**src/hdl/pcd_pkg.sv**
```systemverilog
package pcd_pkg;

  localparam int CHANNELS_DEF = 4;
  localparam int LEVEL_W      = 8;
  localparam int CNT_W        = 14;
  localparam int GATES_W      = 4;
  localparam int CMD_W        = 2;
  localparam int CFG_DATA_W   = 14;
  localparam int CFG_INDEX_W  = 1;

  localparam logic [CMD_W-1:0] CMD_TICK       = 2'd0;
  localparam logic [CMD_W-1:0] CMD_ZERO_CROSS = 2'd1;
  localparam logic [CMD_W-1:0] CMD_RX_BYTE    = 2'd2;

  localparam logic [CFG_INDEX_W-1:0] REG_FULL_ON_LEVEL    = 1'd0;
  localparam logic [CFG_INDEX_W-1:0] REG_HALF_CYCLE_TICKS = 1'd1;

  localparam logic [LEVEL_W-1:0] FULL_ON_RESET = 8'd248;
  localparam logic [CNT_W-1:0]   HALF_RESET    = 14'd8333;
  localparam logic [CNT_W-1:0]   CNT_MAX       = 14'h3FFF;
  localparam int LEVEL_STEP = 64;
  localparam int DELAY_MUL  = 98;
  localparam int DELAY_DIV  = 3;

  // x / 3 is taken as (x * 21846) >> 16, exact for x below 2^15.
  localparam int DIV3_SHIFT = 16;
  localparam int DIV3_RECIP = ((1 << DIV3_SHIFT) + DELAY_DIV - 1) / DELAY_DIV;
  localparam int CUT_MUL    = DELAY_MUL * DIV3_RECIP;
  localparam int PROD_W     = 30;

  typedef struct packed {
    logic               tick;
    logic               zero_cross;
    logic               rx_en;
    logic [LEVEL_W-1:0] rx_byte;
  } step_t;

  // Phase cut in ticks for an intensity: level * 98 / 3.
  function automatic logic [CNT_W-1:0] cut_of(input logic [LEVEL_W-1:0] lvl);
    logic [PROD_W-1:0] prod;
    prod = PROD_W'(lvl) * PROD_W'(CUT_MUL);
    return prod[DIV3_SHIFT +: CNT_W];
  endfunction

  function automatic logic [LEVEL_W-1:0] level_reset(input int c);
    return LEVEL_W'((c * LEVEL_STEP) % 256);
  endfunction

endpackage

```
**src/hdl/pcd_evt_if.sv**
```systemverilog
interface pcd_evt_if;
  logic                        valid;
  logic                        ready;
  logic [pcd_pkg::CMD_W-1:0]   cmd;
  logic [pcd_pkg::LEVEL_W-1:0] rx_byte;

  modport source (output valid, cmd, rx_byte, input ready);
  modport sink   (input valid, cmd, rx_byte, output ready);
endinterface

```
**src/hdl/pcd_res_if.sv**
```systemverilog
interface pcd_res_if;
  logic                        valid;
  logic                        ready;
  logic [pcd_pkg::GATES_W-1:0] gates;
  logic                        frame_done;

  modport source (output valid, gates, frame_done, input ready);
  modport sink   (input valid, gates, frame_done, output ready);
endinterface

```
**src/hdl/phase_cut_dimmer_controller.sv**
```systemverilog
// Channel   Direction  Word
// evt       in         cmd (tick, zero crossing, received byte), rx_byte
// res       out        gates, frame_done; exactly one word per evt word
// cfg_*     in         write enable, register index, data (no read-back)
//
// One event word is taken every cycle while evt.ready is high. The accepting
// edge loads the input register, and the result register is loaded from it
// once it is free or its word is taken, which raises res.valid.
// Both registers advance together, so the block holds one word in each stage
// and keeps accepting while a result waits, as long as the result moves on.
// When res stalls, the input register fills and evt.ready drops.
// Synchronous reset restores levels, phase counter, delays and frame state.
module phase_cut_dimmer_controller #(
  parameter int CHANNELS = pcd_pkg::CHANNELS_DEF
) (
  input  logic                            clk,
  input  logic                            rst,
  pcd_evt_if.sink                         evt,
  pcd_res_if.source                       res,
  input  logic                            cfg_we,
  input  logic [pcd_pkg::CFG_INDEX_W-1:0] cfg_index,
  input  logic [pcd_pkg::CFG_DATA_W-1:0]  cfg_data
);

  localparam int OUT_CH = (CHANNELS < pcd_pkg::GATES_W) ? CHANNELS : pcd_pkg::GATES_W;

  logic [pcd_pkg::LEVEL_W-1:0] full_on_level;
  logic [pcd_pkg::CNT_W-1:0]   half_cycle_ticks;

  logic                        s_valid;
  logic [pcd_pkg::CMD_W-1:0]   s_cmd;
  logic [pcd_pkg::LEVEL_W-1:0] s_byte;

  logic                        o_valid;
  logic [pcd_pkg::GATES_W-1:0] o_gates;
  logic                        o_frame_done;

  logic                        out_free;
  logic                        process;
  pcd_pkg::step_t              step;

  logic [pcd_pkg::LEVEL_W-1:0] level [CHANNELS];
  logic [pcd_pkg::CNT_W-1:0]   cut   [CHANNELS];
  logic [CHANNELS-1:0]         gate_next;
  logic                        frame_done;
  logic [pcd_pkg::GATES_W-1:0] gates_word;

  always_ff @(posedge clk) begin
    if (rst) begin
      full_on_level    <= pcd_pkg::FULL_ON_RESET;
      half_cycle_ticks <= pcd_pkg::HALF_RESET;
    end else if (cfg_we) begin
      case (cfg_index)
        pcd_pkg::REG_FULL_ON_LEVEL:    full_on_level    <= cfg_data[pcd_pkg::LEVEL_W-1:0];
        pcd_pkg::REG_HALF_CYCLE_TICKS: half_cycle_ticks <= cfg_data[pcd_pkg::CNT_W-1:0];
        default: ;
      endcase
    end
  end

  assign out_free  = !o_valid || res.ready;
  assign process   = s_valid && out_free;
  assign evt.ready = !s_valid || out_free;

  always_ff @(posedge clk) begin
    if (rst) begin
      s_valid <= 1'b0;
    end else if (evt.ready) begin
      s_valid <= evt.valid;
    end
  end

  always_ff @(posedge clk) begin
    if (evt.valid && evt.ready) begin
      s_cmd  <= evt.cmd;
      s_byte <= evt.rx_byte;
    end
  end

  assign step.tick       = process && (s_cmd == pcd_pkg::CMD_TICK);
  assign step.zero_cross = process && (s_cmd == pcd_pkg::CMD_ZERO_CROSS);
  assign step.rx_en      = process && (s_cmd == pcd_pkg::CMD_RX_BYTE);
  assign step.rx_byte    = s_byte;

  pcd_frame_rx #(.CHANNELS(CHANNELS)) u_frame_rx (
    .clk        (clk),
    .rst        (rst),
    .step       (step),
    .level      (level),
    .cut        (cut),
    .frame_done (frame_done)
  );

  pcd_phase_core #(.CHANNELS(CHANNELS)) u_phase_core (
    .clk              (clk),
    .rst              (rst),
    .step             (step),
    .full_on_level    (full_on_level),
    .half_cycle_ticks (half_cycle_ticks),
    .level            (level),
    .cut              (cut),
    .gate_next        (gate_next)
  );

  // Only the first four channels reach the gate pins.
  for (genvar i = 0; i < pcd_pkg::GATES_W; i++) begin : g_gates
    if (i < OUT_CH) begin : g_used
      assign gates_word[i] = gate_next[i];
    end else begin : g_unused
      assign gates_word[i] = 1'b0;
    end
  end

  always_ff @(posedge clk) begin
    if (rst) begin
      o_valid <= 1'b0;
    end else if (out_free) begin
      o_valid <= s_valid;
    end
  end

  always_ff @(posedge clk) begin
    if (process) begin
      o_gates      <= gates_word;
      o_frame_done <= frame_done;
    end
  end

  assign res.valid      = o_valid;
  assign res.gates      = o_gates;
  assign res.frame_done = o_frame_done;

  a_process_loads_result : assert property (@(posedge clk) disable iff (rst)
    process |=> o_valid)
    else $error("processed word did not reach the result register");

  a_no_drop_on_stall : assert property (@(posedge clk) disable iff (rst)
    (s_valid && o_valid && !res.ready) |-> !evt.ready)
    else $error("input accepted while both stages are full");

  a_frame_done_only_bytes : assert property (@(posedge clk) disable iff (rst)
    (process && s_cmd != pcd_pkg::CMD_RX_BYTE) |=> !o_frame_done)
    else $error("frame_done raised for a non-byte word");

  a_held_result_stable : assert property (@(posedge clk) disable iff (rst)
    (o_valid && !res.ready) |=> ($stable(o_gates) && $stable(o_frame_done)))
    else $error("stalled result changed");

endmodule

```
**src/hdl/pcd_frame_rx.sv**
```systemverilog
module pcd_frame_rx #(
  parameter int CHANNELS = pcd_pkg::CHANNELS_DEF
) (
  input  logic                        clk,
  input  logic                        rst,
  input  pcd_pkg::step_t              step,
  output logic [pcd_pkg::LEVEL_W-1:0] level [CHANNELS],
  output logic [pcd_pkg::CNT_W-1:0]   cut   [CHANNELS],
  output logic                        frame_done
);

  localparam int SLOT_W = $clog2(CHANNELS + 1);

  logic [SLOT_W-1:0]        slot;
  logic                     waiting;
  logic [pcd_pkg::CNT_W-1:0] rx_cut;

  assign waiting    = (slot >= SLOT_W'(CHANNELS));
  assign frame_done = step.rx_en && !waiting && (slot == SLOT_W'(CHANNELS - 1));

  // The phase cut is worked out when a level arrives, so the zero crossing
  // only has to subtract it from the half cycle.
  assign rx_cut = pcd_pkg::cut_of(step.rx_byte);

  always_ff @(posedge clk) begin
    if (rst) begin
      slot <= SLOT_W'(CHANNELS);
      for (int c = 0; c < CHANNELS; c++) begin
        level[c] <= pcd_pkg::level_reset(c);
        cut[c]   <= pcd_pkg::cut_of(pcd_pkg::level_reset(c));
      end
    end else if (step.rx_en) begin
      if (waiting) begin
        if (step.rx_byte == '0) begin
          slot <= '0;
        end
      end else begin
        slot <= slot + SLOT_W'(1);
        for (int c = 0; c < CHANNELS; c++) begin
          if (slot == SLOT_W'(c)) begin
            level[c] <= step.rx_byte;
            cut[c]   <= rx_cut;
          end
        end
      end
    end
  end

endmodule

```
**src/hdl/pcd_phase_core.sv**
```systemverilog
module pcd_phase_core #(
  parameter int CHANNELS = pcd_pkg::CHANNELS_DEF
) (
  input  logic                        clk,
  input  logic                        rst,
  input  pcd_pkg::step_t              step,
  input  logic [pcd_pkg::LEVEL_W-1:0] full_on_level,
  input  logic [pcd_pkg::CNT_W-1:0]   half_cycle_ticks,
  input  logic [pcd_pkg::LEVEL_W-1:0] level [CHANNELS],
  input  logic [pcd_pkg::CNT_W-1:0]   cut   [CHANNELS],
  output logic [CHANNELS-1:0]         gate_next
);

  logic [pcd_pkg::CNT_W-1:0] phase_count;
  logic [pcd_pkg::CNT_W-1:0] phase_count_next;
  logic [pcd_pkg::CNT_W-1:0] fire_delay      [CHANNELS];
  logic [pcd_pkg::CNT_W-1:0] fire_delay_next [CHANNELS];
  logic [CHANNELS-1:0]       gate_bits;

  always_comb begin
    phase_count_next = phase_count;
    gate_next        = gate_bits;
    fire_delay_next  = fire_delay;
    if (step.zero_cross) begin
      phase_count_next = '0;
      gate_next        = '0;
      for (int c = 0; c < CHANNELS; c++) begin
        if (level[c] >= full_on_level) begin
          gate_next[c]       = 1'b1;
          fire_delay_next[c] = '0;
        end else if (level[c] == '0) begin
          fire_delay_next[c] = '0;
        end else if (cut[c] >= half_cycle_ticks) begin
          fire_delay_next[c] = pcd_pkg::CNT_W'(1);
        end else begin
          fire_delay_next[c] = half_cycle_ticks - cut[c];
        end
      end
    end else if (step.tick) begin
      if (phase_count != pcd_pkg::CNT_MAX) begin
        phase_count_next = phase_count + pcd_pkg::CNT_W'(1);
      end
      // A zero delay means the channel has nothing pending this half cycle.
      for (int c = 0; c < CHANNELS; c++) begin
        if (fire_delay[c] != '0 && fire_delay[c] == phase_count_next) begin
          gate_next[c] = 1'b1;
        end
      end
    end
  end

  always_ff @(posedge clk) begin
    if (rst) begin
      phase_count <= pcd_pkg::CNT_MAX;
      gate_bits   <= '0;
      for (int c = 0; c < CHANNELS; c++) begin
        fire_delay[c] <= '0;
      end
    end else begin
      phase_count <= phase_count_next;
      gate_bits   <= gate_next;
      fire_delay  <= fire_delay_next;
    end
  end

endmodule
```
**src/flat_wrapper.sv**
```systemverilog
// flat-port wrapper written by rule: the top's interface ports become plain ports
module phase_cut_dimmer_controller_flat 
#(
  parameter int CHANNELS = pcd_pkg::CHANNELS_DEF
)
  (clk, rst, cfg_we, cfg_index, cfg_data, evt_valid, evt_cmd, evt_rx_byte, evt_ready, res_valid, res_gates, res_frame_done, res_ready);
  pcd_evt_if evt_i ();
  pcd_res_if res_i ();
  input  logic clk;
  input  logic rst;
  input  logic cfg_we;
  input  logic [pcd_pkg::CFG_INDEX_W-1:0] cfg_index;
  input  logic [pcd_pkg::CFG_DATA_W-1:0] cfg_data;
  input wire logic [$bits(evt_i.valid)-1:0] evt_valid;
  input wire logic [$bits(evt_i.cmd)-1:0] evt_cmd;
  input wire logic [$bits(evt_i.rx_byte)-1:0] evt_rx_byte;
  output wire logic [$bits(evt_i.ready)-1:0] evt_ready;
  output wire logic [$bits(res_i.valid)-1:0] res_valid;
  output wire logic [$bits(res_i.gates)-1:0] res_gates;
  output wire logic [$bits(res_i.frame_done)-1:0] res_frame_done;
  input wire logic [$bits(res_i.ready)-1:0] res_ready;
  assign evt_i.valid = evt_valid;
  assign evt_i.cmd = evt_cmd;
  assign evt_i.rx_byte = evt_rx_byte;
  assign evt_ready = evt_i.ready;
  assign res_valid = res_i.valid;
  assign res_gates = res_i.gates;
  assign res_frame_done = res_i.frame_done;
  assign res_i.ready = res_ready;
  phase_cut_dimmer_controller #(.CHANNELS(CHANNELS)) u_core (.clk(clk), .rst(rst), .evt(evt_i), .res(res_i), .cfg_we(cfg_we), .cfg_index(cfg_index), .cfg_data(cfg_data));
endmodule
```
**config.mk**
```make
export PLATFORM = sky130hd
export DESIGN_NAME = phase_cut_dimmer_controller_flat
export DESIGN_NICKNAME = d
export VERILOG_FILES = /design/src/hdl/pcd_pkg.sv /design/src/hdl/pcd_evt_if.sv /design/src/hdl/pcd_res_if.sv /design/src/hdl/phase_cut_dimmer_controller.sv /design/src/hdl/pcd_frame_rx.sv /design/src/hdl/pcd_phase_core.sv /design/src/flat_wrapper.sv
export SDC_FILE = /design/constraint.sdc
export NUM_CORES = 1
export LEC_CHECK = 0
export ABC_AREA = 1
export ABC_CLOCK_PERIOD_IN_PS = 4800
export BUFFER_PORTS_ARGS = -buffer_cell sky130_fd_sc_hd__clkbuf_2
export CAP_MARGIN = 20
export CORE_ASPECT_RATIO = 1.75
export CORE_MARGIN = 1.5
export CORE_UTILIZATION = 45
export DETAILED_ROUTE_END_ITERATION = 6
export SYNTH_ARGS = -nofsm -noshare
export SYNTH_HDL_FRONTEND = slang
export SYNTH_SLANG_ARGS = --single-unit
```
**constraint.sdc**
```tcl
create_clock -name clk -period 4.8 [get_ports clk]
set_input_delay 1.2 -clock clk [delete_from_list [all_inputs] [get_ports clk]]
set_output_delay 1.2 -clock clk [all_outputs]
set_load 0.02 [all_outputs]
```
==> impl_metrics.prom, run 1 <==
# TYPE chip_impl_metric gauge
chip_impl_metric{name="synth_cell_types",unit=""} 43
chip_impl_metric{name="post-route-period-util",unit=""} 0.9427
chip_impl_metric{name="drcViolationCount",unit=""} 0
chip_impl_metric{name="mappedNetlistNets",unit=""} 2305
chip_impl_info{name="synth.largest_area_cell",value="sky130_fd_sc_hd__dfxtp_1"} 1
chip_impl_metric{name="maximum_number_of_pins_on_one_net_before_global_route_repair",unit=""} 102
chip_impl_metric{name="grt_pass1_vias",unit=""} 13600
chip_impl_metric{name="slew_headroom",unit=""} 0.2357
chip_impl_metric{name="fillCellCount",unit=""} 3278
chip_impl_info{name="rsz0062_at_grt",value="true"} 1
chip_impl_metric{name="groute.layer.met2.usage",unit=""} 0.5493
chip_impl_metric{name="finalHoldViolations",unit=""} 0
chip_impl_metric{name="synth.cell_area",unit="µm²"} 14650
chip_impl_metric{name="holdWs",unit="ns"} 0.4770
chip_impl_metric{name="fp.dieArea",unit="µm²"} 33690
chip_impl_metric{name="cts-buffers-inserted",unit=""} 22
chip_impl_metric{name="synth_async_sr_flop_share",unit=""} 0
chip_impl_metric{name="fmax",unit="MHz"} 221.0
chip_impl_metric{name="worst_ep_arrival_time",unit="ns"} 4.95
chip_impl_metric{name="seq_area_frac_synth",unit=""} 0.2890
chip_impl_info{name="run_status",value="finished, final reports clean"} 1
chip_impl_metric{name="final_cell_count_no_fill",unit=""} 2539
chip_impl_metric{name="final.setup_skew",unit="ns"} 0.02136
chip_impl_metric{name="clkSinkCount",unit=""} 204
chip_impl_info{name="critPathLaunchType",value="register"} 1
chip_impl_metric{name="maximum_number_of_buffers_from_clock_root_to_sink",unit=""} 3
chip_impl_metric{name="post_cts_resized",unit=""} 0
chip_impl_metric{name="grt.met1_usage",unit=""} 0.2770
chip_impl_metric{name="netSwitchingFraction",unit=""} 0.3876
chip_impl_metric{name="power_density",unit="nW/µm²"} 350.0
chip_impl_metric{name="synth_top_area_share",unit=""} 0.2583
chip_impl_metric{name="dr.pass1.iters",unit=""} 7
chip_impl_metric{name="final_antenna_net_count",unit=""} 0
chip_impl_info{name="timing_worst_setup_path_type",value="register to register"} 1
chip_impl_metric{name="dp.cells",unit=""} 2501
chip_impl_metric{name="combinationalPowerShare",unit=""} 0.371
chip_impl_metric{name="grt_antenna_before_repair",unit=""} 0
chip_impl_metric{name="groute.layer.met3.usage",unit=""} 0.02376
chip_impl_metric{name="flow.area_growth_from_synthesis",unit="%"} 9.420
chip_impl_metric{name="boundary_pin_count",unit=""} 37
chip_impl_metric{name="multiInputGateArea",unit="µm²"} 8967
chip_impl_metric{name="post_drt_via_cell_ratio",unit=""} 5.404
chip_impl_metric{name="place.detailed.hpwl",unit="µm"} 38190
chip_impl_metric{name="floorplan.rows",unit=""} 87
chip_impl_metric{name="cts-hold-fix-buffers",unit=""} 0
chip_impl_metric{name="worstMarginPinSlew",unit="ns"} 1.146
chip_impl_info{name="top_usage_layer",value="met2"} 1
chip_impl_metric{name="power.internal",unit="mW"} 3.436
chip_impl_metric{name="cp_data_required_time",unit="ns"} 5.22
chip_impl_metric{name="synth.ff_latch_count",unit=""} 204
chip_impl_metric{name="dr_total_vias",unit=""} 13720
chip_impl_metric{name="cts.clk_slew.worst_paths",unit="ns"} 0.06
chip_impl_metric{name="floorplan.core_area",unit="µm²"} 32110
chip_impl_metric{name="worst-path-max-fanout",unit=""} 7
chip_impl_metric{name="initial_utilization",unit=""} 0.4562
chip_impl_info{name="worstHoldPathType",value="register to register"} 1
chip_impl_metric{name="pwr-share-clk",unit=""} 0.307
chip_impl_metric{name="post_synth_edffs",unit=""} 15
chip_impl_metric{name="place_congestion",unit=""} 0.9998
chip_impl_metric{name="net-switching-power",unit="mW"} 2.175
chip_impl_metric{name="ir_worst_vdd",unit="mV"} 0.2954
chip_impl_metric{name="globalRoute.totalOverflow",unit=""} 0
chip_impl_metric{name="die-height",unit="µm"} 241.7
chip_impl_metric{name="num_antenna_cells",unit=""} 0
chip_impl_metric{name="cts.htree.levels",unit=""} 1
chip_impl_metric{name="finalNetCount",unit=""} 2338
chip_impl_metric{name="syn_warnings",unit=""} 0
chip_impl_metric{name="max_slew_vio_count",unit=""} 0
chip_impl_metric{name="final_layout_size_suffix_gt1_frac",unit=""} 0.06358
chip_impl_info{name="clock_tree.root_cell",value="sky130_fd_sc_hd__clkbuf_16"} 1
chip_impl_metric{name="drt-wirelength-per-cell",unit="µm"} 18.75
chip_impl_metric{name="gr_util_all_layers",unit=""} 0.2828
chip_impl_metric{name="area.sequential",unit="µm²"} 4234
chip_impl_metric{name="die_width",unit="µm"} 139.4
chip_impl_metric{name="avgSynthCellArea",unit="µm²"} 7.003
chip_impl_metric{name="total_leakage_power",unit="nW"} 7.818
chip_impl_info{name="top_post_synthesis_cells_by_area",value="sky130_fd_sc_hd__dfxtp_1 (26%), sky130_fd_sc_hd__ha_1 (13%), sky130_fd_sc_hd__nand2_1 (12%)"} 1
chip_impl_metric{name="power.sequential.fraction",unit=""} 0.322
chip_impl_metric{name="post-route-min-period",unit="ns"} 4.525
chip_impl_metric{name="clock_insertion_delay_worst_skew",unit="ns"} 0.54
chip_impl_metric{name="numPortBuffers",unit=""} 36
chip_impl_metric{name="global_route_wire_length_before_repair",unit="µm"} 74070
chip_impl_metric{name="setup_total_negative_slack",unit="ns"} 0
chip_impl_metric{name="cts_setup_buffers",unit=""} 0
chip_impl_info{name="worstSetupEndpointType",value="register"} 1
chip_impl_info{name="tritoncts",value="built"} 1
chip_impl_metric{name="maxCapViolCount",unit=""} 0
chip_impl_info{name="ys.flop_type",value="sky130_fd_sc_hd__dfxtp_1"} 1
chip_impl_metric{name="drt-total-wl",unit="µm"} 47600
chip_impl_metric{name="synthCells",unit=""} 2092
chip_impl_metric{name="count_of_final_setup_violators",unit=""} 0
chip_impl_metric{name="drtIter0Drc",unit=""} 658
[cells in the final DEF (no fill, tap or decap), types with 7 or more instances in the layout]
cell                        instances
sky130_fd_sc_hd__nand4_1           32
sky130_fd_sc_hd__a22oi_1           11
sky130_fd_sc_hd__fa_1              36
sky130_fd_sc_hd__nor4_1            10
sky130_fd_sc_hd__o21ai_0          130
sky130_fd_sc_hd__nand3_1          134
sky130_fd_sc_hd__xnor2_1           15
sky130_fd_sc_hd__inv_1            316
sky130_fd_sc_hd__nor2_1           140
sky130_fd_sc_hd__or2_2             21
sky130_fd_sc_hd__nand3b_1           7
sky130_fd_sc_hd__nor3_1            15
sky130_fd_sc_hd__edfxtp_1          15
sky130_fd_sc_hd__buf_4             30
sky130_fd_sc_hd__o211ai_1          20
sky130_fd_sc_hd__a21o_1            11
sky130_fd_sc_hd__ha_1             147
sky130_fd_sc_hd__xor2_1            40
sky130_fd_sc_hd__clkbuf_2          35
sky130_fd_sc_hd__a21oi_1          228
sky130_fd_sc_hd__nand2_1          470
sky130_fd_sc_hd__o21bai_1          10
sky130_fd_sc_hd__clkbuf_16         22
sky130_fd_sc_hd__dfxtp_1          189
[power groups by stage]
stage                     sequential (mW)  combinational [mW]  clock [mW]
after global placement               1.84                2.04           0
after CTS                            1.81                2.07        1.76
after floorplan                      1.82                1.40           0
final                                1.81                2.08        1.72
after global routing                 1.81                2.32        1.82
after detailed placement             1.85                2.06           0
[final timing paths]
kind	startpoint	to	slack (ns)	cells past startpoint
worst max-delay path	u_core.s_byte[5]	u_core.u_frame_rx.cut[28]	0.27	17
worst min-delay path	u_core.u_frame_rx.level[12]	u_core.u_frame_rx.level[12]	0.48	2
worst max register to register	u_core.s_byte[5]	u_core.u_frame_rx.cut[28]	0.27	17
worst min register to register	u_core.u_frame_rx.level[12]	u_core.u_frame_rx.level[12]	0.48	2
[flip-flops by register name (all words and copies together) (netlist names)]
| register | flops |
|---|---|
| u_core.full_on_level | 8 |
| u_core.half_cycle_ticks | 14 |
| u_core.res.frame_done | 1 |
| u_core.res.gates | 4 |
| u_core.res.valid | 1 |
| u_core.s_byte | 8 |
| u_core.s_cmd | 2 |
| u_core.s_valid | 1 |
| u_core.u_frame_rx.cut | 56 |
| u_core.u_frame_rx.level | 32 |
| u_core.u_frame_rx.slot | 3 |
| u_core.u_phase_core.fire_delay | 56 |
| u_core.u_phase_core.gate_bits | 4 |
| u_core.u_phase_core.phase_count | 14 |
[synthesized netlist by cell type (all sizes together) (2+ instances only)]
cell and count:
a21o 11, a21oi 229, a22oi 11, a31oi 5
buf 16, clkbuf 40, clkinv 3, dfxtp 189
edfxtp 15, fa 36, ha 147, inv 319
nand2 477, nand3 135, nand3b 7, nand4 32
nor2 144, nor3 15, nor4 10, o211ai 20
o21a 5, o21ai 131, o21bai 10, o31ai 2
or2 21, xnor2 15, xor2 40
[logic make-up (layout without fill, tap and decap cells)]
kind of cell               count (synthesis)  after routing  synth area share
AOI/OAI and AO/OA                        430            430            0.1592
and+or+nand+nor                          842            842            0.2449
xor gates and xnor gates                  55             55           0.03288
DFF                                      204            204            0.2890
buffers and inverters                    378            425           0.09924
adders and majority gates                183            183            0.1747
[stage by stage]
step	worst slack, ns	power, mW	instance area [µm²]	utilization
2_1_floorplan	0.3642	3.226	14650	-
3_3_place_gp	0.2646	3.885	15300	0.4766
3_5_place_dp	0.2468	3.910	15310	0.4768
4_1_cts	0.2350	5.637	16030	0.4992
5_1_grt	-0.01668	5.951	16030	0.4992
6_report	0.2749	5.611	16030	0.4992
[critical path, cell delays in order, from the launching register on]
cell and delay [ns]:
sky130_fd_sc_hd__edfxtp_1 0.53, sky130_fd_sc_hd__ha_1 0.45, sky130_fd_sc_hd__inv_1 0.09, sky130_fd_sc_hd__fa_1 0.54, sky130_fd_sc_hd__inv_1 0.05, sky130_fd_sc_hd__fa_1 0.47, sky130_fd_sc_hd__inv_1 0.05, sky130_fd_sc_hd__fa_1 0.48
sky130_fd_sc_hd__inv_1 0.05, sky130_fd_sc_hd__ha_1 0.34, sky130_fd_sc_hd__a21oi_1 0.23, sky130_fd_sc_hd__a21boi_0 0.23, sky130_fd_sc_hd__o21bai_1 0.10, sky130_fd_sc_hd__a21oi_1 0.25, sky130_fd_sc_hd__or2_2 0.16, sky130_fd_sc_hd__nand2_1 0.17
sky130_fd_sc_hd__o21ai_0 0.20, sky130_fd_sc_hd__inv_1 0.05
[per-layer routing]
metal	up-vias	share of wire	wire [µm]
met1	6325	0.36	16900
li1	6921	-	-
met3	160	0.029	1400
met4	0	0.079	3757
met2	314	0.54	25540
met5	-	0	0
[layout make-up]
type / instances / area share
clock buffer: 34 / 0.04090
multi-input combinational: 1510 / 0.5594
clock inverter: 4 / 0.003903
tap: 400 / 0.03122
timing repair buffer: 65 / 0.02498
inverter: 322 / 0.07548
sequential: 204 / 0.2641
Note: power is estimated with default switching activity, not from simulation.
==> run 2, diff against run 1 <==
--- a/config.mk
+++ b/config.mk
@@ -5,7 +5,7 @@
 export SDC_FILE = /design/constraint.sdc
 export NUM_CORES = 1
 export LEC_CHECK = 0
-export ABC_AREA = 1
+export ABC_AREA = 0
 export ABC_CLOCK_PERIOD_IN_PS = 4800
 export BUFFER_PORTS_ARGS = -buffer_cell sky130_fd_sc_hd__clkbuf_2
 export CAP_MARGIN = 20
@@ -13,6 +13,7 @@
 export CORE_MARGIN = 1.5
 export CORE_UTILIZATION = 45
 export DETAILED_ROUTE_END_ITERATION = 6
+export GPL_TIMING_DRIVEN = 0
 export SYNTH_ARGS = -nofsm -noshare
 export SYNTH_HDL_FRONTEND = slang
 export SYNTH_SLANG_ARGS = --single-unit
==> run 2 against run 1 <==
Largest power group unchanged. Total power grew 5.5%. Maximum frequency shrank 3.7%. Non-clock buffer count grew 107. Clock-buffer cell count shrank 9. Largest cell class unchanged. Critical path type unchanged. Sequential power hardly changed. Combinational power grew 20%. Worst setup slack lost 0.17 ns.
==> impl_metrics.prom, run 2 <==
# TYPE chip_impl_metric gauge
chip_impl_info{name="run_status",value="finished, final reports clean"} 1
chip_impl_metric{name="cp_data_required_time",unit="ns"} 5.23
chip_impl_metric{name="synth_cell_types",unit=""} 75
chip_impl_metric{name="die-height",unit="µm"} 245.0
chip_impl_metric{name="global_route_wire_length_before_repair",unit="µm"} 91790
chip_impl_metric{name="slew_headroom",unit=""} 0.1740
chip_impl_metric{name="place.detailed.hpwl",unit="µm"} 48490
chip_impl_metric{name="die_width",unit="µm"} 141.3
chip_impl_metric{name="finalHoldViolations",unit=""} 0
chip_impl_metric{name="avgSynthCellArea",unit="µm²"} 8.015
chip_impl_info{name="timing_worst_setup_path_type",value="register to register"} 1
chip_impl_metric{name="drtIter0Drc",unit=""} 1041
chip_impl_metric{name="cts.htree.levels",unit=""} 1
chip_impl_metric{name="synth_top_area_share",unit=""} 0.2512
chip_impl_metric{name="post_drt_via_cell_ratio",unit=""} 6.229
chip_impl_info{name="biggestRegsByFlops",value="u_core.u_frame_rx.cut: 56 flops, u_core.u_phase_core.fire_delay: 56 flops, u_core.u_frame_rx.level: 32 flops"} 1
chip_impl_info{name="combinational_family_with_the_most_area_after_synthesis",value="compound AO/OA/AOI/OAI gates"} 1
chip_impl_metric{name="drt-wirelength-per-cell",unit="µm"} 25.85
chip_impl_metric{name="cts-buffers-inserted",unit=""} 21
chip_impl_metric{name="post-route-min-period",unit="ns"} 4.700
chip_impl_metric{name="mappedNetlistNets",unit=""} 2092
chip_impl_metric{name="place_worst_setup_slack",unit="ns"} -1.295
chip_impl_metric{name="post-route-period-util",unit=""} 0.9791
chip_impl_info{name="synth.largest_area_cell",value="sky130_fd_sc_hd__dfxtp_1"} 1
chip_impl_metric{name="drcViolationCount",unit=""} 0
chip_impl_metric{name="num_antenna_cells",unit=""} 0
chip_impl_metric{name="worst_ep_arrival_time",unit="ns"} 5.13
chip_impl_metric{name="floorplan.core_area",unit="µm²"} 32920
chip_impl_info{name="worstHoldPathType",value="register to register"} 1
chip_impl_metric{name="maximum_number_of_buffers_from_clock_root_to_sink",unit=""} 3
chip_impl_metric{name="synth.cell_area",unit="µm²"} 15060
chip_impl_metric{name="fmax",unit="MHz"} 212.8
chip_impl_metric{name="synth.ff_latch_count",unit=""} 204
chip_impl_metric{name="final_cell_count_no_fill",unit=""} 2397
chip_impl_metric{name="clock_insertion_delay_worst_skew",unit="ns"} 0.54
chip_impl_info{name="tritoncts",value="built"} 1
chip_impl_metric{name="ir_worst_vdd",unit="mV"} 0.4030
chip_impl_metric{name="power_density",unit="nW/µm²"} 346.8
chip_impl_info{name="most-common-layout-cells",value="sky130_fd_sc_hd__nand2_1 (226), sky130_fd_sc_hd__dfxtp_1 (189), sky130_fd_sc_hd__a21oi_1 (151)"} 1
chip_impl_info{name="worstSetupEndpointType",value="register"} 1
chip_impl_metric{name="dr.pass1.iters",unit=""} 7
chip_impl_metric{name="grt_pass1_vias",unit=""} 15040
chip_impl_metric{name="place_congestion",unit=""} 1.087
chip_impl_metric{name="maxCapViolCount",unit=""} 0
chip_impl_metric{name="boundary_pin_count",unit=""} 37
chip_impl_metric{name="final_layout_size_suffix_gt1_frac",unit=""} 0.1019
chip_impl_metric{name="area.sequential",unit="µm²"} 4234
chip_impl_metric{name="synth_async_sr_flop_share",unit=""} 0
chip_impl_metric{name="maximum_number_of_pins_on_one_net_before_global_route_repair",unit=""} 16
chip_impl_metric{name="fillCellCount",unit=""} 3205
chip_impl_metric{name="cp_num_buf_inv",unit=""} 4
chip_impl_info{name="rsz0062_at_grt",value="true"} 1
chip_impl_metric{name="worstMarginPinSlew",unit="ns"} 1.205
chip_impl_metric{name="worst_path_largest_cell_delay",unit="ns"} 0.58
chip_impl_info{name="crit_top_cell",value="sky130_fd_sc_hd__fa_1"} 1
chip_impl_metric{name="synth.mux.area_fraction",unit=""} 0.006065
chip_impl_metric{name="syn_warnings",unit=""} 0
chip_impl_metric{name="post_synth_edffs",unit=""} 15
chip_impl_metric{name="initial_utilization",unit=""} 0.4575
chip_impl_info{name="top_post_synthesis_cells_by_area",value="sky130_fd_sc_hd__dfxtp_1 (25%), sky130_fd_sc_hd__ha_1 (12%), sky130_fd_sc_hd__nand2_1 (5.7%)"} 1
chip_impl_metric{name="post_synth_and_or_nand_nor_area_fraction",unit=""} 0.2067
chip_impl_metric{name="grt_antenna_before_repair",unit=""} 1
chip_impl_metric{name="count_of_final_setup_violators",unit=""} 0
chip_impl_metric{name="synthCells",unit=""} 1879
chip_impl_metric{name="cts.clk_slew.worst_paths",unit="ns"} 0.07
chip_impl_metric{name="seq_area_frac_synth",unit=""} 0.2811
chip_impl_metric{name="max_slew_vio_count",unit=""} 0
chip_impl_metric{name="globalRoute.totalOverflow",unit=""} 0
chip_impl_metric{name="worst-path-max-fanout",unit=""} 8
chip_impl_metric{name="synth_compound_gate_area_share",unit=""} 0.2274
chip_impl_info{name="ys.flop_type",value="sky130_fd_sc_hd__dfxtp_1"} 1
chip_impl_metric{name="setup.reg_to_reg.worst_slack",unit="ns"} 0.10
chip_impl_metric{name="clkSinkCount",unit=""} 204
chip_impl_info{name="worst_path_dominant_cell_family",value="adder cells"} 1
chip_impl_metric{name="setup_total_negative_slack",unit="ns"} 0
chip_impl_metric{name="finalNetCount",unit=""} 2190
chip_impl_metric{name="final.setup_skew",unit="ns"} 0.01374
chip_impl_info{name="path_cells",value="buf_6 -> fa_1 -> fa_1 -> fa_1 -> fa_1 -> ha_4 -> buf_6 -> a22oi_2 -> nand2_1 -> o211ai_1 -> buf_4 -> buf_6 -> nand3b_1 -> a31oi_4 -> nor3_2 -> a311o_1"} 1
chip_impl_metric{name="flow.area_growth_from_synthesis",unit="%"} 13.38
chip_impl_metric{name="dp.cells",unit=""} 2321
chip_impl_metric{name="fp.dieArea",unit="µm²"} 34620
chip_impl_metric{name="drt-total-wl",unit="µm"} 61960
chip_impl_metric{name="final_antenna_net_count",unit=""} 0
chip_impl_metric{name="numPortBuffers",unit=""} 36
chip_impl_info{name="synth_top_cells_by_count",value="sky130_fd_sc_hd__nand2_1 (229), sky130_fd_sc_hd__dfxtp_1 (189), sky130_fd_sc_hd__a21oi_1 (156)"} 1
chip_impl_info{name="cell_with_the_most_instances_after_synthesis",value="sky130_fd_sc_hd__nand2_1"} 1
chip_impl_metric{name="yosys.area_share.xor_xnor",unit=""} 0.04395
chip_impl_metric{name="multiInputGateArea",unit="µm²"} 10170
chip_impl_info{name="final_common_cell",value="sky130_fd_sc_hd__nand2_1"} 1
chip_impl_info{name="clock_tree.root_cell",value="sky130_fd_sc_hd__clkbuf_16"} 1
chip_impl_metric{name="dr_total_vias",unit=""} 14930
chip_impl_info{name="slowest_stage",value="sky130_fd_sc_hd__fa_1"} 1
chip_impl_metric{name="floorplan.rows",unit=""} 88
chip_impl_metric{name="gr_util_all_layers",unit=""} 0.3611
chip_impl_metric{name="final_critical_path_setup_slack",unit="ns"} 0.1003
chip_impl_metric{name="total_leakage_power",unit="nW"} 6.944
chip_impl_metric{name="yosys.area_share.adder",unit=""} 0.1700
chip_impl_info{name="critPathLaunchType",value="register"} 1
run 2: cell types whose count changed in the layout (fill, tap and decap cells not counted), sizes merged, moves of 24 or more:
cell,change
xnor2,+30
nand3,-87
a211oi,+27
buf,+35
clkbuf,+63
nor3,+28
nand2,-248
a32oi,+24
inv,-161
nor4,+25
o21ai,-50
a21oi,-73
run 2: timing repair:
| item | CTS | global route |
|---|---|---|
| gates resized for setup | 37 | 42 |
| pin swaps | 13 | 23 |
| endpoints found under the setup margin | 56 | 51 |
| hold buffers | 0 | 0 |
| setup buffers | 25 | 12 |
run 2: logic make-up (layout without fill, tap and decap cells):
logic type	Yosys count	count (layout)
AO/OA/AOI/OAI	512	512
buffers and inverters	252	365
XOR/XNOR	74	74
multiplexers	9	9
AND/OR/NAND/NOR	645	645
adder cells (fa/ha/maj)	183	183
flip-flops	204	204
run 2: stage by stage:
| stage | cell area (µm²) | utilization | hold WS, ns | power [mW] |
|---|---|---|---|---|
| floorplan | 15060 | - | 0.4340 | 3.127 |
| global placement | 15750 | 0.4783 | 0.4437 | 3.796 |
| detailed placement | 15750 | 0.4785 | 0.4477 | 3.823 |
| CTS | 16790 | 0.5100 | 0.4566 | 5.609 |
| global route | 17080 | 0.5187 | 0.4789 | 6.172 |
| finish | 17080 | 0.5187 | 0.4568 | 5.922 |
run 2: path summary, 6_finish.rpt:
path | startpoint | cells after the start | to
setup / recovery | u_core.s_byte[7] | 16 | u_core.u_frame_rx.cut[22]
hold / removal | u_core.u_frame_rx.cut[44] | 2 | u_core.u_frame_rx.cut[44]
setup reg to reg | u_core.s_byte[7] | 16 | u_core.u_frame_rx.cut[22]
hold reg to reg | u_core.u_frame_rx.cut[44] | 2 | u_core.u_frame_rx.cut[44]
run 2: final cells by class:
cell class,count,share of cell area
tap,405,0.02967
timing repair buffer,75,0.02953
inverter,155,0.03458
clock inverter,13,0.006375
sequential,204,0.2479
multi-input combinational,1423,0.5953
buffer,97,0.02433
clock buffer,25,0.03224
run 2: layer usage:
layer | vias to the layer above | global-route usage | part of all wire
met4 | 2 | 0.3456 | 0.11
met5 | - | 0 | 0.00019
li1 | 7002 | - | -
met2 | 575 | 0.6527 | 0.51
met3 | 292 | 0.06282 | 0.051
met1 | 7060 | 0.3371 | 0.33
run 2: where the power goes:
part | switching, mW | leakage, nW | internal, mW | total (mW)
logic | 1.58 | 4.94 | 0.921 | 2.50
clock network | 0.742 | 0.325 | 0.885 | 1.63
registers | 0.0494 | 1.68 | 1.75 | 1.80
total | 2.37 | 6.94 | 3.55 | 5.92
run 2: tightest hold or removal path: stages (launching register included):
cell                      delay (ns)
sky130_fd_sc_hd__dfxtp_1        0.31
sky130_fd_sc_hd__nand2_1        0.05
sky130_fd_sc_hd__a21oi_1        0.05
==> run 3, diff against run 2 <==
--- a/config.mk
+++ b/config.mk
@@ -14,6 +14,7 @@
 export CORE_UTILIZATION = 45
 export DETAILED_ROUTE_END_ITERATION = 6
 export GPL_TIMING_DRIVEN = 0
+export PLACE_DENSITY = 0.61
 export SYNTH_ARGS = -nofsm -noshare
 export SYNTH_HDL_FRONTEND = slang
 export SYNTH_SLANG_ARGS = --single-unit
==> run 3 against run 2 <==
The flow now finishes with violations (negative setup slack). Hold slack worse by 0.0031 ns. Register-to-register slack worse by 0.13 ns. Die area unchanged. Global-route usage up 1.9 points. Sequential power about the same. Non-clock buffer count up 3. Largest cell class unchanged. Largest power group unchanged.
==> impl_metrics.prom, run 3 (synthesis gave the netlist of run 2 again) <==
# TYPE chip_impl_metric gauge
chip_impl_info{name="final_common_cell",value="sky130_fd_sc_hd__nand2_1"} 1
chip_impl_metric{name="grt_antenna_before_repair",unit=""} 4
chip_impl_info{name="most-common-layout-cells",value="sky130_fd_sc_hd__nand2_1 (218), sky130_fd_sc_hd__dfxtp_1 (189), sky130_fd_sc_hd__inv_1 (148)"} 1
chip_impl_metric{name="grt_pass1_vias",unit=""} 14910
chip_impl_metric{name="post-route-period-util",unit=""} 1.007
chip_impl_info{name="worstHoldPathType",value="register to register"} 1
chip_impl_metric{name="finalCoreUtilization",unit=""} 0.5222
chip_impl_metric{name="drtIter0Drc",unit=""} 937
chip_impl_metric{name="final_antenna_net_count",unit=""} 0
chip_impl_metric{name="die_width",unit="µm"} 141.3
chip_impl_metric{name="cts.clk_slew.worst_paths",unit="ns"} 0.07
chip_impl_metric{name="ir_worst_vdd",unit="mV"} 0.2744
chip_impl_info{name="timing_worst_setup_path_type",value="register to register"} 1
chip_impl_metric{name="r2r.worst_path.cells",unit=""} 15
chip_impl_info{name="worst_r2r_endpoint",value="u_core.u_frame_rx.cut[35]"} 1
chip_impl_metric{name="cts-buffers-inserted",unit=""} 21
chip_impl_info{name="clock_tree.root_cell",value="sky130_fd_sc_hd__clkbuf_16"} 1
chip_impl_metric{name="place.detailed.hpwl",unit="µm"} 50880
chip_impl_metric{name="finalHoldViolations",unit=""} 0
chip_impl_metric{name="setup.reg_to_reg.worst_slack",unit="ns"} -0.03
chip_impl_info{name="hp-start",value="u_core.u_frame_rx.cut[47]"} 1
chip_impl_metric{name="power_density",unit="nW/µm²"} 352.0
chip_impl_info{name="rsz0062_at_grt",value="true"} 1
chip_impl_metric{name="cell_depth_of_the_worst_min_delay_path",unit=""} 2
chip_impl_metric{name="floorplan.core_area",unit="µm²"} 32920
chip_impl_metric{name="fp.dieArea",unit="µm²"} 34620
chip_impl_metric{name="area.sequential",unit="µm²"} 4234
chip_impl_metric{name="die-height",unit="µm"} 245.0
chip_impl_metric{name="total_leakage_power",unit="nW"} 7.013
chip_impl_metric{name="multiInputGateArea",unit="µm²"} 10260
chip_impl_info{name="failing_checks",value="negative setup slack"} 1
chip_impl_info{name="worst_case_hold_path_end_point",value="u_core.u_frame_rx.cut[47]"} 1
chip_impl_metric{name="fmax",unit="MHz"} 206.9
chip_impl_metric{name="fillCellCount",unit=""} 3241
chip_impl_metric{name="maximum_number_of_buffers_from_clock_root_to_sink",unit=""} 3
chip_impl_metric{name="numPortBuffers",unit=""} 36
chip_impl_metric{name="count_of_final_setup_violators",unit=""} 7
chip_impl_metric{name="cp_data_required_time",unit="ns"} 5.26
chip_impl_metric{name="drt-total-wl",unit="µm"} 65350
chip_impl_info{name="run_status",value="finished, violations left"} 1
chip_impl_metric{name="final_layout_size_suffix_gt1_frac",unit=""} 0.1069
chip_impl_metric{name="globalRoute.totalOverflow",unit=""} 0
chip_impl_info{name="biggestRegsByFlops",value="u_core.u_frame_rx.cut: 56 flops, u_core.u_phase_core.fire_delay: 56 flops, u_core.u_frame_rx.level: 32 flops"} 1
chip_impl_metric{name="finalNetCount",unit=""} 2193
chip_impl_metric{name="global_route_wire_length_before_repair",unit="µm"} 95030
chip_impl_metric{name="post_drt_via_cell_ratio",unit=""} 6.222
chip_impl_metric{name="max_slew_vio_count",unit=""} 0
chip_impl_metric{name="drt-wirelength-per-cell",unit="µm"} 27.24
chip_impl_metric{name="worstMarginPinSlew",unit="ns"} 1.252
chip_impl_metric{name="gr_util_all_layers",unit=""} 0.3799
chip_impl_info{name="critPathLaunchType",value="register"} 1
chip_impl_metric{name="final_cell_count_no_fill",unit=""} 2399
chip_impl_metric{name="initial_utilization",unit=""} 0.4575
chip_impl_metric{name="flow.area_growth_from_synthesis",unit="%"} 14.16
chip_impl_metric{name="drcViolationCount",unit=""} 0
chip_impl_metric{name="dr_total_vias",unit=""} 14930
chip_impl_metric{name="final.setup_skew",unit="ns"} 0.02197
chip_impl_metric{name="worst_ep_arrival_time",unit="ns"} 5.30
chip_impl_metric{name="clkSinkCount",unit=""} 204
chip_impl_metric{name="holdWs",unit="ns"} 0.4537
chip_impl_metric{name="boundary_pin_count",unit=""} 37
chip_impl_metric{name="cts.htree.levels",unit=""} 1
chip_impl_metric{name="post-route-min-period",unit="ns"} 4.833
chip_impl_metric{name="dp.cells",unit=""} 2322
chip_impl_info{name="tritoncts",value="built"} 1
chip_impl_metric{name="dr.pass1.iters",unit=""} 6
chip_impl_metric{name="worst-path-max-fanout",unit=""} 4
chip_impl_metric{name="maximum_number_of_pins_on_one_net_before_global_route_repair",unit=""} 15
chip_impl_metric{name="floorplan.rows",unit=""} 88
chip_impl_metric{name="final_critical_path_setup_slack",unit="ns"} -0.03337
chip_impl_info{name="worstSetupEndpointType",value="register"} 1
chip_impl_metric{name="slew_headroom",unit=""} 0.1657
chip_impl_metric{name="clock_insertion_delay_worst_skew",unit="ns"} 0.54
chip_impl_metric{name="maxCapViolCount",unit=""} 0
chip_impl_metric{name="place_congestion",unit=""} 1.046
chip_impl_info{name="crit-reg2reg-launch",value="u_core.s_byte[6]"} 1
run 3: cell count changes in the layout (fill, tap and decap cells not counted), moves of 2 or more:
cell | before | now
sky130_fd_sc_hd__nand2_2 | 2 | 7
sky130_fd_sc_hd__inv_4 | 2 | 0
sky130_fd_sc_hd__inv_6 | 4 | 1
sky130_fd_sc_hd__a21oi_2 | 5 | 10
sky130_fd_sc_hd__xnor2_4 | 1 | 3
sky130_fd_sc_hd__buf_12 | 0 | 4
sky130_fd_sc_hd__clkbuf_1 | 72 | 75
sky130_fd_sc_hd__buf_6 | 9 | 5
sky130_fd_sc_hd__a21oi_1 | 151 | 146
sky130_fd_sc_hd__inv_2 | 3 | 5
sky130_fd_sc_hd__nand2_4 | 1 | 4
sky130_fd_sc_hd__nand2_1 | 226 | 218
sky130_fd_sc_hd__buf_4 | 30 | 33
run 3: layout make-up:
| class | count | area share |
|---|---|---|
| Clock inverter | 8 | 0.002765 |
| Clock buffer | 28 | 0.03333 |
| Buffer | 97 | 0.02409 |
| Antenna cell | 1 | 0.0001456 |
| Timing Repair Buffer | 78 | 0.03289 |
| Tap cell | 405 | 0.02947 |
| Multi-Input combinational cell | 1423 | 0.5968 |
| Inverter | 155 | 0.03428 |
| Sequential cell | 204 | 0.2463 |
run 3: worst max path at each step:
stage,start,cells after the start,slack [ns],to
2_1_floorplan,u_core.s_byte[4],17,0.12,u_core.u_frame_rx.cut[22]
3_3_place_gp,u_core.s_byte[4],15,-1.37,u_core.u_frame_rx.cut[52]
3_5_place_dp,u_core.s_byte[4],15,-1.46,u_core.u_frame_rx.cut[52]
4_1_cts,u_core.s_byte[2],17,-0.003,u_core.u_frame_rx.cut[55]
5_1_grt,u_core.s_byte[6],14,-0.16,u_core.u_frame_rx.cut[50]
6_report,u_core.s_byte[6],15,-0.03,u_core.u_frame_rx.cut[35]
run 3: per-stage QoR:
step	setup WS (ns)	total power [mW]	cell area [µm²]	TNS, ns
after global placement	-1.368	3.818	15750	-49.59
final	-0.03337	6.052	17190	-0.1389
after detailed placement	-1.457	3.832	15760	-53.76
after CTS	-0.002947	5.570	16760	-0.002947
after floorplan	0.1236	3.127	15060	0
after global routing	-0.1581	6.296	17190	-1.532
run 3: critical path, stage by stage (launching register included):
cell                       delay (ns)
sky130_fd_sc_hd__edfxtp_1        0.42
sky130_fd_sc_hd__buf_12          0.17
sky130_fd_sc_hd__buf_12          0.12
sky130_fd_sc_hd__fa_1            0.46
sky130_fd_sc_hd__fa_1            0.52
sky130_fd_sc_hd__fa_1            0.58
sky130_fd_sc_hd__fa_1            0.47
sky130_fd_sc_hd__ha_4            0.28
sky130_fd_sc_hd__a22oi_2         0.22
sky130_fd_sc_hd__nand2_1         0.11
sky130_fd_sc_hd__o211ai_1        0.45
sky130_fd_sc_hd__nand2_2         0.17
sky130_fd_sc_hd__a311oi_4        0.38
sky130_fd_sc_hd__buf_6           0.18
sky130_fd_sc_hd__nand2_2         0.06
sky130_fd_sc_hd__a21oi_2         0.15
run 3: per-layer routing:
layer,vias to the layer above,wire length (µm),GRT usage
met5,-,17,0
met4,2,8040,0.3869
met3,320,4016,0.08233
met2,614,33010,0.6844
met1,6989,20260,0.3369
li1,7002,-,-
run 3: where the power goes:
part,leakage [nW],switching [mW],internal [mW]
logic,5.03,1.68,1.00
registers,1.68,0.0502,1.75
clock network,0.302,0.730,0.841
run 3: what timing repair did:
item | in CTS | in global routing
gates resized for setup | 36 | 59
buffers inserted | 23 | 13
hold buffers | 0 | 0
pin swaps | 9 | 42
endpoints found under the setup margin | 56 | 56
